<file path="src/btn_gest_pkg.sv">
// ----------------------------------------------------------------------------
// btn_gest_pkg
// shared constants and event codes for the button gesture classifier
// ----------------------------------------------------------------------------
package btn_gest_pkg;

    // tap counter width, any value from 3 to 16
    localparam int unsigned TAP_COUNT_BITS = 8;

    localparam int unsigned TICK_W   = 10;
    localparam int unsigned THR_W    = 14;
    localparam int unsigned TIMER_W  = 14;
    localparam int unsigned EVENT_W  = 3;
    localparam int unsigned COUNT_W  = 8;
    localparam int unsigned CFG_IDX_W  = 2;
    localparam int unsigned CFG_DATA_W = 14;

    // timers advance only while below this value
    localparam logic [TIMER_W-1:0] TIMER_LIMIT = TIMER_W'(10000);
    // largest value a timer can reach: limit - 1 + largest tick
    localparam logic [TIMER_W-1:0] TIMER_MAX   = TIMER_W'(11022);

    localparam logic [TICK_W-1:0] TICK_RESET = TICK_W'(20);
    localparam logic [THR_W-1:0]  TAP_RESET  = THR_W'(250);
    localparam logic [THR_W-1:0]  IDLE_RESET = THR_W'(500);

    typedef logic [EVENT_W-1:0]        event_t;
    typedef logic [TIMER_W-1:0]        timer_t;
    typedef logic [TAP_COUNT_BITS-1:0] taps_t;

    localparam event_t EV_NONE         = 3'd0;
    localparam event_t EV_PRESS        = 3'd1;
    localparam event_t EV_HOLD         = 3'd2;
    localparam event_t EV_HOLD_RELEASE = 3'd3;
    localparam event_t EV_MULTITAP     = 3'd4;

    localparam logic [CFG_IDX_W-1:0] CFG_TICK = 2'd0;
    localparam logic [CFG_IDX_W-1:0] CFG_TAP  = 2'd1;
    localparam logic [CFG_IDX_W-1:0] CFG_IDLE = 2'd2;

endpackage

</file>
<file path="src/button_tap_hold_multitap_classifier.sv">
// ----------------------------------------------------------------------------
// button_tap_hold_multitap_classifier
// classifies sampled button levels into press, hold, hold release and
// multitap events
// ----------------------------------------------------------------------------
// output: a result is registered and valid in the cycle after its input transfer
// throughput: one level per clock cycle, limited only by the output register
// the next input is taken while a result waits, as long as out_ready frees it
// reset: asynchronous, active low; clears gesture state, arms one multitap
// report and loads tick 20 ms, tap threshold 250 ms, idle threshold 500 ms
module button_tap_hold_multitap_classifier
    import btn_gest_pkg::*;
(
    input  logic                  clk,
    input  logic                  rst_n,
    // input level channel
    input  logic                  in_valid,
    output logic                  in_ready,
    input  logic                  level,
    // result channel
    output logic                  out_valid,
    input  logic                  out_ready,
    output logic [EVENT_W-1:0]    event_res,
    output logic [COUNT_W-1:0]    tap_count,
    // configuration writes
    input  logic                  cfg_we,
    input  logic [CFG_IDX_W-1:0]  cfg_addr,
    input  logic [CFG_DATA_W-1:0] cfg_wdata
);

    // configuration registers
    logic [TICK_W-1:0] tick_ms_reg;
    logic [THR_W-1:0]  tap_thr_reg;
    logic [THR_W-1:0]  idle_thr_reg;

    // gesture state
    logic   pressed_reg, pressed_next;
    logic   held_reg, held_next;
    logic   pending_reg, pending_next;
    timer_t press_tmr_reg, press_tmr_next;
    timer_t release_tmr_reg, release_tmr_next;
    taps_t  taps_reg, taps_next;

    // output register
    logic                 out_valid_reg;
    event_t               event_reg, event_next;
    logic [COUNT_W-1:0]   count_reg, count_next;

    logic   in_xfer;
    timer_t press_adv;
    timer_t release_adv;
    logic [TAP_COUNT_BITS+COUNT_W-1:0] taps_ext;

    // the output register frees itself in the same cycle it is drained
    assign in_ready  = !out_valid_reg || out_ready;
    assign in_xfer   = in_valid && in_ready;
    assign out_valid = out_valid_reg;
    assign event_res = event_reg;
    assign tap_count = count_reg;

    // saturating-style timer advance: stops once at or past the limit
    assign press_adv   = (press_tmr_reg < TIMER_LIMIT)
                       ? press_tmr_reg + TIMER_W'(tick_ms_reg) : press_tmr_reg;
    assign release_adv = (release_tmr_reg < TIMER_LIMIT)
                       ? release_tmr_reg + TIMER_W'(tick_ms_reg) : release_tmr_reg;

    // tap count reported through an 8-bit field, zero extended or truncated
    assign taps_ext = {{COUNT_W{1'b0}}, taps_reg};

    always_comb
    begin
        pressed_next     = pressed_reg;
        held_next        = held_reg;
        pending_next     = pending_reg;
        press_tmr_next   = press_tmr_reg;
        release_tmr_next = release_tmr_reg;
        taps_next        = taps_reg;
        event_next       = EV_NONE;
        count_next       = '0;

        if (!pressed_reg && level)
        begin
            // rising edge
            pressed_next   = 1'b1;
            press_tmr_next = '0;
            event_next     = EV_PRESS;
        end
        else if (pressed_reg && !level)
        begin
            // falling edge: arm the report, count a short press as a tap
            pressed_next     = 1'b0;
            pending_next     = 1'b1;
            release_tmr_next = '0;
            if (press_tmr_reg < tap_thr_reg)
            begin
                taps_next = taps_reg + taps_t'(1);
            end
            if (held_reg)
            begin
                held_next  = 1'b0;
                event_next = EV_HOLD_RELEASE;
            end
        end
        else if (pressed_reg && level)
        begin
            // still down: hold starts once past the tap threshold
            press_tmr_next = press_adv;
            if (press_adv > tap_thr_reg && !held_reg)
            begin
                held_next  = 1'b1;
                event_next = EV_HOLD;
            end
        end
        else
        begin
            // still up: report pending taps after the idle time
            release_tmr_next = release_adv;
            if (release_adv > idle_thr_reg && pending_reg)
            begin
                event_next   = EV_MULTITAP;
                count_next   = taps_ext[COUNT_W-1:0];
                taps_next    = '0;
                pending_next = 1'b0;
            end
        end
    end

    // configuration writes, unknown indexes are ignored
    always_ff @(posedge clk or negedge rst_n)
    begin
        if (!rst_n)
        begin
            tick_ms_reg  <= TICK_RESET;
            tap_thr_reg  <= TAP_RESET;
            idle_thr_reg <= IDLE_RESET;
        end
        else if (cfg_we)
        begin
            case (cfg_addr)
                CFG_TICK: tick_ms_reg  <= cfg_wdata[TICK_W-1:0];
                CFG_TAP:  tap_thr_reg  <= cfg_wdata[THR_W-1:0];
                CFG_IDLE: idle_thr_reg <= cfg_wdata[THR_W-1:0];
                default:  ;
            endcase
        end
    end

    // gesture state advances on each input transfer
    always_ff @(posedge clk or negedge rst_n)
    begin
        if (!rst_n)
        begin
            pressed_reg     <= 1'b0;
            held_reg        <= 1'b0;
            pending_reg     <= 1'b1;
            press_tmr_reg   <= '0;
            release_tmr_reg <= '0;
            taps_reg        <= '0;
        end
        else if (in_xfer)
        begin
            pressed_reg     <= pressed_next;
            held_reg        <= held_next;
            pending_reg     <= pending_next;
            press_tmr_reg   <= press_tmr_next;
            release_tmr_reg <= release_tmr_next;
            taps_reg        <= taps_next;
        end
    end

    // output register
    always_ff @(posedge clk or negedge rst_n)
    begin
        if (!rst_n)
        begin
            out_valid_reg <= 1'b0;
        end
        else if (in_xfer)
        begin
            out_valid_reg <= 1'b1;
        end
        else if (out_ready)
        begin
            out_valid_reg <= 1'b0;
        end
    end

    always_ff @(posedge clk)
    begin
        if (in_xfer)
        begin
            event_reg <= event_next;
            count_reg <= count_next;
        end
    end

`ifndef SYNTHESIS
    // a hold can only be active while the button is down
    assert property (@(posedge clk) disable iff (!rst_n)
        held_reg |-> pressed_reg)
        else $error("hold active while released");

    // timers never run past the limit plus one tick
    assert property (@(posedge clk) disable iff (!rst_n)
        (press_tmr_reg <= TIMER_MAX) && (release_tmr_reg <= TIMER_MAX))
        else $error("timer beyond its bound");

    // tap count is zero on every result other than a multitap report
    assert property (@(posedge clk) disable iff (!rst_n)
        (out_valid_reg && event_reg != EV_MULTITAP) |-> (count_reg == '0))
        else $error("tap count on a non-multitap result");

    // every input transfer shows up as a result in the next cycle
    assert property (@(posedge clk) disable iff (!rst_n)
        in_xfer |=> out_valid_reg)
        else $error("result lost after input transfer");

    // a multitap report clears the pending flag
    assert property (@(posedge clk) disable iff (!rst_n)
        (in_xfer && event_next == EV_MULTITAP) |=> !pending_reg)
        else $error("report still pending after multitap");
`endif

endmodule

</file>
<file path="config.mk">
export PLATFORM = sky130hd
export DESIGN_NAME = button_tap_hold_multitap_classifier
export DESIGN_NICKNAME = d
export VERILOG_FILES = /design/src/btn_gest_pkg.sv /design/src/button_tap_hold_multitap_classifier.sv
export SDC_FILE = /design/constraint.sdc
export NUM_CORES = 1
export LEC_CHECK = 0
export BUFFER_PORTS_ARGS = -buffer_cell sky130_fd_sc_hd__buf_4
export CORE_MARGIN = 5
export CORE_UTILIZATION = 56
export DETAILED_ROUTE_END_ITERATION = 8
export GPL_TIMING_DRIVEN = 0
export PLACE_DENSITY = 0.81
export RECOVER_POWER = 25
export SLEW_MARGIN = 10
export SYNTH_ARGS = -nofsm -noshare
export SYNTH_HDL_FRONTEND = slang
export SYNTH_SLANG_ARGS = --single-unit
</file>
<file path="constraint.sdc">
create_clock -name clk -period 3.75 [get_ports clk]
set_input_delay 0.375 -clock clk [delete_from_list [all_inputs] [get_ports clk]]
set_output_delay 0.375 -clock clk [all_outputs]
set_load 0.02 [all_outputs]
</file>
* Word-level counts from Yosys, hierarchy flattened
Cells that the tools add are included.
Widths: inputs -> output; s select.
** Storage, ports and cells
- Register bits after elaboration :: 89
- Input port bits :: 22
- Output and inout port bits :: 13
- Word-level logic and storage cells :: 81
** Cells by class
- Add/subtract/negate cells :: 3
- Order comparisons :: 5
- Equal/unequal tests :: 5
- Mux-type cells :: 26
- Bitwise gates (word level) :: 2
- Reductions and logical operators :: 28
** Operators by type and width (count)
- $mux 14 :: 7
- $mux 8 :: 4
- $add 14x10->14 :: 2
- $gt 14x14->1 :: 2
- $lt 14x14->1 const B :: 2
- $lt 14x14->1 :: 1
- $reduce_bool 2->1 :: 6
- $mux 1 :: 10
- $mux 3 :: 3
- $add 8x1->8 const B :: 1
- $reduce_and 2->1 :: 4
- $reduce_and 4->1 :: 2
- $logic_and 1x1->1 :: 6
- $reduce_and 3->1 :: 2
- $reduce_and 5->1 :: 1
- $logic_not 1->1 :: 4
- $mux 2 :: 2
- $ne 2x2->1 const B :: 2
- $reduce_or 4->1 :: 1
- $eq 2x1->1 const B :: 1
- $eq 2x2->1 const B :: 1
- $logic_not 2->1 :: 1
- $ne 2x1->1 const B :: 1
- $not 1->1 :: 2
- $logic_or 1x1->1 :: 1

* Depth between registers and ports, before layout
- Depth in word-level cells :: 7
- Depth in mapped cells :: 17
- Depth with buffers taken out :: 17

* Worst setup path before layout
Ideal clock, no wire load.
- Kind :: reg2reg
- From :: reg tick_ms_reg[0]
- To :: reg taps_reg[7]
- Setup time :: 0.125 ns
- Data arrival time :: 3.697 ns
- Data required time :: 3.625 ns
- Slack :: -0.072 ns
- Cell stages (with the launch flop) :: 18
- Path buffers :: 0
- Clock period less this slack :: 3.822 ns
- Cells stage by stage :: dfrtp_1 ha_1 inv_1 fa_1 nor2b_1 o2111ai_1 a31oi_1 a31o_2 nand4b_1 xnor2_1 ha_1 nand4_1 o41ai_1 and2_1 a41o_1 a31o_2 or3_1 mux2_4
** Between the ends
- Longest elaborated chain between the ends :: 6
** RTL lines
- start: declaration :: RTL line button_tap_hold_multitap_classifier.sv:32 : logic [TICK_W-1:0] tick_ms_reg;
- start signal: assignment :: RTL line button_tap_hold_multitap_classifier.sv:140 : CFG_TICK: tick_ms_reg <= cfg_wdata[TICK_W-1:0];
- $add 14x10->14 :: RTL line button_tap_hold_multitap_classifier.sv:65 : ? release_tmr_reg + TIMER_W'(tick_ms_reg) : release_tmr_reg;
- $mux 14 :: RTL line button_tap_hold_multitap_classifier.sv:65
- $gt 14x14->1 :: RTL line button_tap_hold_multitap_classifier.sv:118 : if (release_adv > idle_thr_reg && pending_reg)
- $logic_and 1x1->1 :: RTL line button_tap_hold_multitap_classifier.sv:118
- $reduce_bool 2->1 (no source line)
- $reduce_and 5->1 (no source line)
- end signal: assignment :: RTL line button_tap_hold_multitap_classifier.sv:167 : taps_reg <= taps_next;
- end: declaration :: RTL line button_tap_hold_multitap_classifier.sv:42 : taps_t taps_reg, taps_next;
Every way passes these cells.
A chain may end at the register's enable or synchronous reset.

* Worst setup path after layout
Ends and elaborated chain as after synthesis.

==> impl_metrics.toml <==
[final_layout]
multi_input_area_mm2 = 0.00357
area.growth.synth_to_final_pct = 18.1
nFillCells = 768
fin_area_mm2 = 0.00692
diodes = 0
fin_util_pct = 67.3
final_nets = 721
seqCellArea_mm2 = 0.00230
drive_gt1_share_pct = 29.4

[routing]
antenna_left = 0
drt-initial-drc-count = 239
routedWlPerCell_um = 19.3
firstDrtPassIters = 7
finalWirelength_um = 14900
drc = 0
vias = 4761
vias_per_cell = 6.17

[timing]
hold_slack_ps = 247
relSlewSlack_pct = -30.3
setup_viol = 17
slew_viol_final = 79
rsz0062_at_grt = "true"
setup_slack_ps = -430
hold_viol = 0
fin_crit_ps = 4180
fin_crit_sh_pct = 111
fin_skew_ps = 7.81
max_freq_mhz = 239
setup_tns_ps = -4100
worst_slew_pin_slew_ps = 1950

[setup_path]
critPathCaptureType = "flop"
critPathKind = "flop to flop"
path_max_fanout = 3
arrival_ps = 4440
critPathLaunchType = "flop"
r2r_cells = 18
cp.required_ps = 4010

[power_and_ir_drop]
leakage_uw = 0.00319
max-vdd-ir-drop_mv = 0.482
p_per_area_mw_per_mm2 = 707

[yosys]
yosysWarnings = 0
syn_inst = 568
yosysSeqAreaShare_pct = 39.3
synth-edff-count = 11
synth_nets = 658
synth-seq-cells = 89
syn_area_per_cell_um2 = 10.3
synth.distinct_cells = 56
syn_area_mm2 = 0.00586
yosys_most_used_dff = "dfrtp_1"
asyncSetResetFlopFracSynth_pct = 87.6

[cts]
clk_latency_ps = 360
cts.htree.levels = 3
holdBufCountCts = 0
cts.sinks = 89
cts_tree = "done"
clock_path_buffers = 2
cts_root_buf = "clkbuf_8"
numCtsBuffers = 9
clk_pin_slew_ps = 90

[flow_run]
cap_violations = 1

[grt]
grt_pass1_vias = 4883
grt_use_total_pct = 22.9
grt_pass1_wl_um = 23500
grt_max_degree = 79
antenna_found_initial = 0
overflow = 0

[place]
port_buffers = 34
dp_hpwl_um = 10600
placed_cell_area_mm2 = 0.00630
post-place-ws_ps = -630
finalWeightedCongestion = 0.936

[floorplanning]
initial_core_util_pct = 57.0
fp.dieH_um = 112
die_w_um = 112
fp.dieArea_mm2 = 0.0126
ios = 35
num_rows = 37
fp.coreArea_mm2 = 0.0103

[outcome]
violations = "max-capacitance violations, max-slew violations, negative setup slack"
outcome = "finished, violations left"

[hold_path]
hold_path_depth = 2
holdCritPathClass = "input pin to flop"
==> per-layer routing <==
metal,vias up,GRT usage [%],wire length (µm)
li1,2213,-,-
met1,2349,27.7,6020
met2,160,40.4,7710
met3,39,5.23,749
met4,0,7.53,395
met5,-,0,0
==> worst paths after layout <==
kind | startpoint | slack [ps] | end
worst max-delay path | tick_ms_reg[0]$_DFFE_PN0P_ | -430 | taps_reg[7]$_DFFE_PN0P_
worst min-delay path | in_valid | 250 | out_valid$_DFFE_PN0P_
worst max register to register | tick_ms_reg[0]$_DFFE_PN0P_ | -430 | taps_reg[7]$_DFFE_PN0P_
worst min register to register | tap_thr_reg[11]$_DFFE_PN0P_ | 510 | tap_thr_reg[11]$_DFFE_PN0P_
max in group asynchronous | rst_n | 2050 | release_tmr_reg[7]$_DFFE_PN0P_
min in group asynchronous | rst_n | 550 | press_tmr_reg[0]$_DFFE_PN0P_
==> stage by stage <==
step,power (µW),instances
2_1_floorplan,3180,568
3_3_place_gp,3600,738
3_5_place_dp,3760,738
4_1_cts,4700,767
5_1_grt,5240,772
6_report,4890,772
==> logic make-up after synthesis <==
kind of cell / Yosys count / synth area share, %
XOR/XNOR: 19 / 2.84
buffers and inverters: 61 / 4.14
multiplexers: 50 / 9.61
AND/OR/NAND/NOR: 142 / 12.9
flip-flops: 89 / 39.3
adder cells (fa/ha/maj): 68 / 14.8
AO/OA/AOI/OAI: 139 / 16.4
==> what timing repair did <==
action                     CTS  global route
pin swaps                   18            23
gates resized for setup     21            31
setup endpoints to repair   20            20
buffers inserted            13             6
==> critical path, stage by stage, from the launching register on <==
cell	delay [ps]
dfrtp_1	400
ha_2	200
inv_2	40
fa_2	370
nor2b_4	140
o2111ai_2	140
a31oi_2	240
a31o_2	200
nand4b_1	140
xnor2_2	190
ha_1	310
nand4_1	170
buf_4	160
o41ai_4	70
and2_1	160
a41o_1	270
a31o_4	240
or3_4	330
mux2_4	300
==> cells in the mapped netlist, drive strengths merged (2+ instances only) <==
cell type  count  area share (%)
ha            66              14
nor2          37             2.5
a21oi         41             3.5
o21ai         20             1.7
nor4           4            0.43
nand2         24             1.6
nand4          8            0.96
nand2b         9             1.1
dfstp         15             6.7
o211ai         5            0.64
a22o          17             2.5
nor2b          5            0.53
or3            5            0.53
xor2           5            0.75
a31o           6            0.90
clkbuf         7            0.45
and3           8            0.85
edfxtp        11             5.6
a31oi          8            0.85
and2          10             1.1
inv           48             3.1
nor3           6            0.51
a211oi         6            0.85
dfrtp         63              27
fa             2            0.68
a21o          10             1.3
o2111ai        4            0.60
o41ai          4            0.60
nand4b         3            0.45
nand3b         3            0.38
buf            6            0.62
mux2          47             9.1
xnor2         14             2.1
or2            4            0.43
mux2i          3            0.51
a32o           6             1.0
nand3         14             1.3
o21bai         2            0.26
o21a           2            0.26
o31ai          4            0.51
==> power breakdown <==
part	internal [µW]	leakage (µW)	total, µW	switching [µW]
clock network	443	0.000114	806	363
logic	1170	0.00201	2570	1400
registers	1240	0.00106	1510	271
total	2860	0.00319	4890	2030
==> cell usage in the layout (no fill, tap or decap), types with 3 or more instances in the layout <==
cell / synthesis / final
a211oi_1: 5 / 4
a21o_1: 10 / 10
a21oi_1: 41 / 39
a22o_1: 17 / 17
a31o_2: 6 / 3
a31o_4: 0 / 3
a31oi_2: 0 / 5
a32o_1: 6 / 6
and2_1: 10 / 10
and3_1: 8 / 8
buf_4: 0 / 50
bufinv_16: 0 / 3
clkbuf_1: 7 / 9
clkbuf_8: 0 / 9
dfrtp_1: 63 / 63
dfstp_2: 15 / 15
edfxtp_1: 11 / 11
ha_1: 66 / 64
inv_1: 48 / 46
mux2_2: 46 / 45
nand2_1: 23 / 23
nand2b_1: 8 / 9
nand3_1: 13 / 13
nand3b_1: 3 / 3
nand4_1: 7 / 7
nand4b_1: 3 / 3
nor2_1: 35 / 32
nor2_2: 1 / 4
nor2b_1: 5 / 3
nor3_1: 6 / 6
o211ai_1: 5 / 5
o21ai_0: 19 / 16
o21ai_1: 1 / 4
or2_2: 4 / 3
or3_1: 5 / 4
xnor2_1: 14 / 12
xor2_1: 5 / 5
==> area by class of cell <==
class	instances	share of cell area, %
multi-input cells	418	51.6
plain buffers	13	1.01
well taps	136	2.46
inverters	48	2.60
clock inverters	7	1.70
flip-flops and latches	89	33.3
repair buffers	52	5.55
clock buffers	9	1.79
Note: power is estimated with default switching activity, not from simulation.
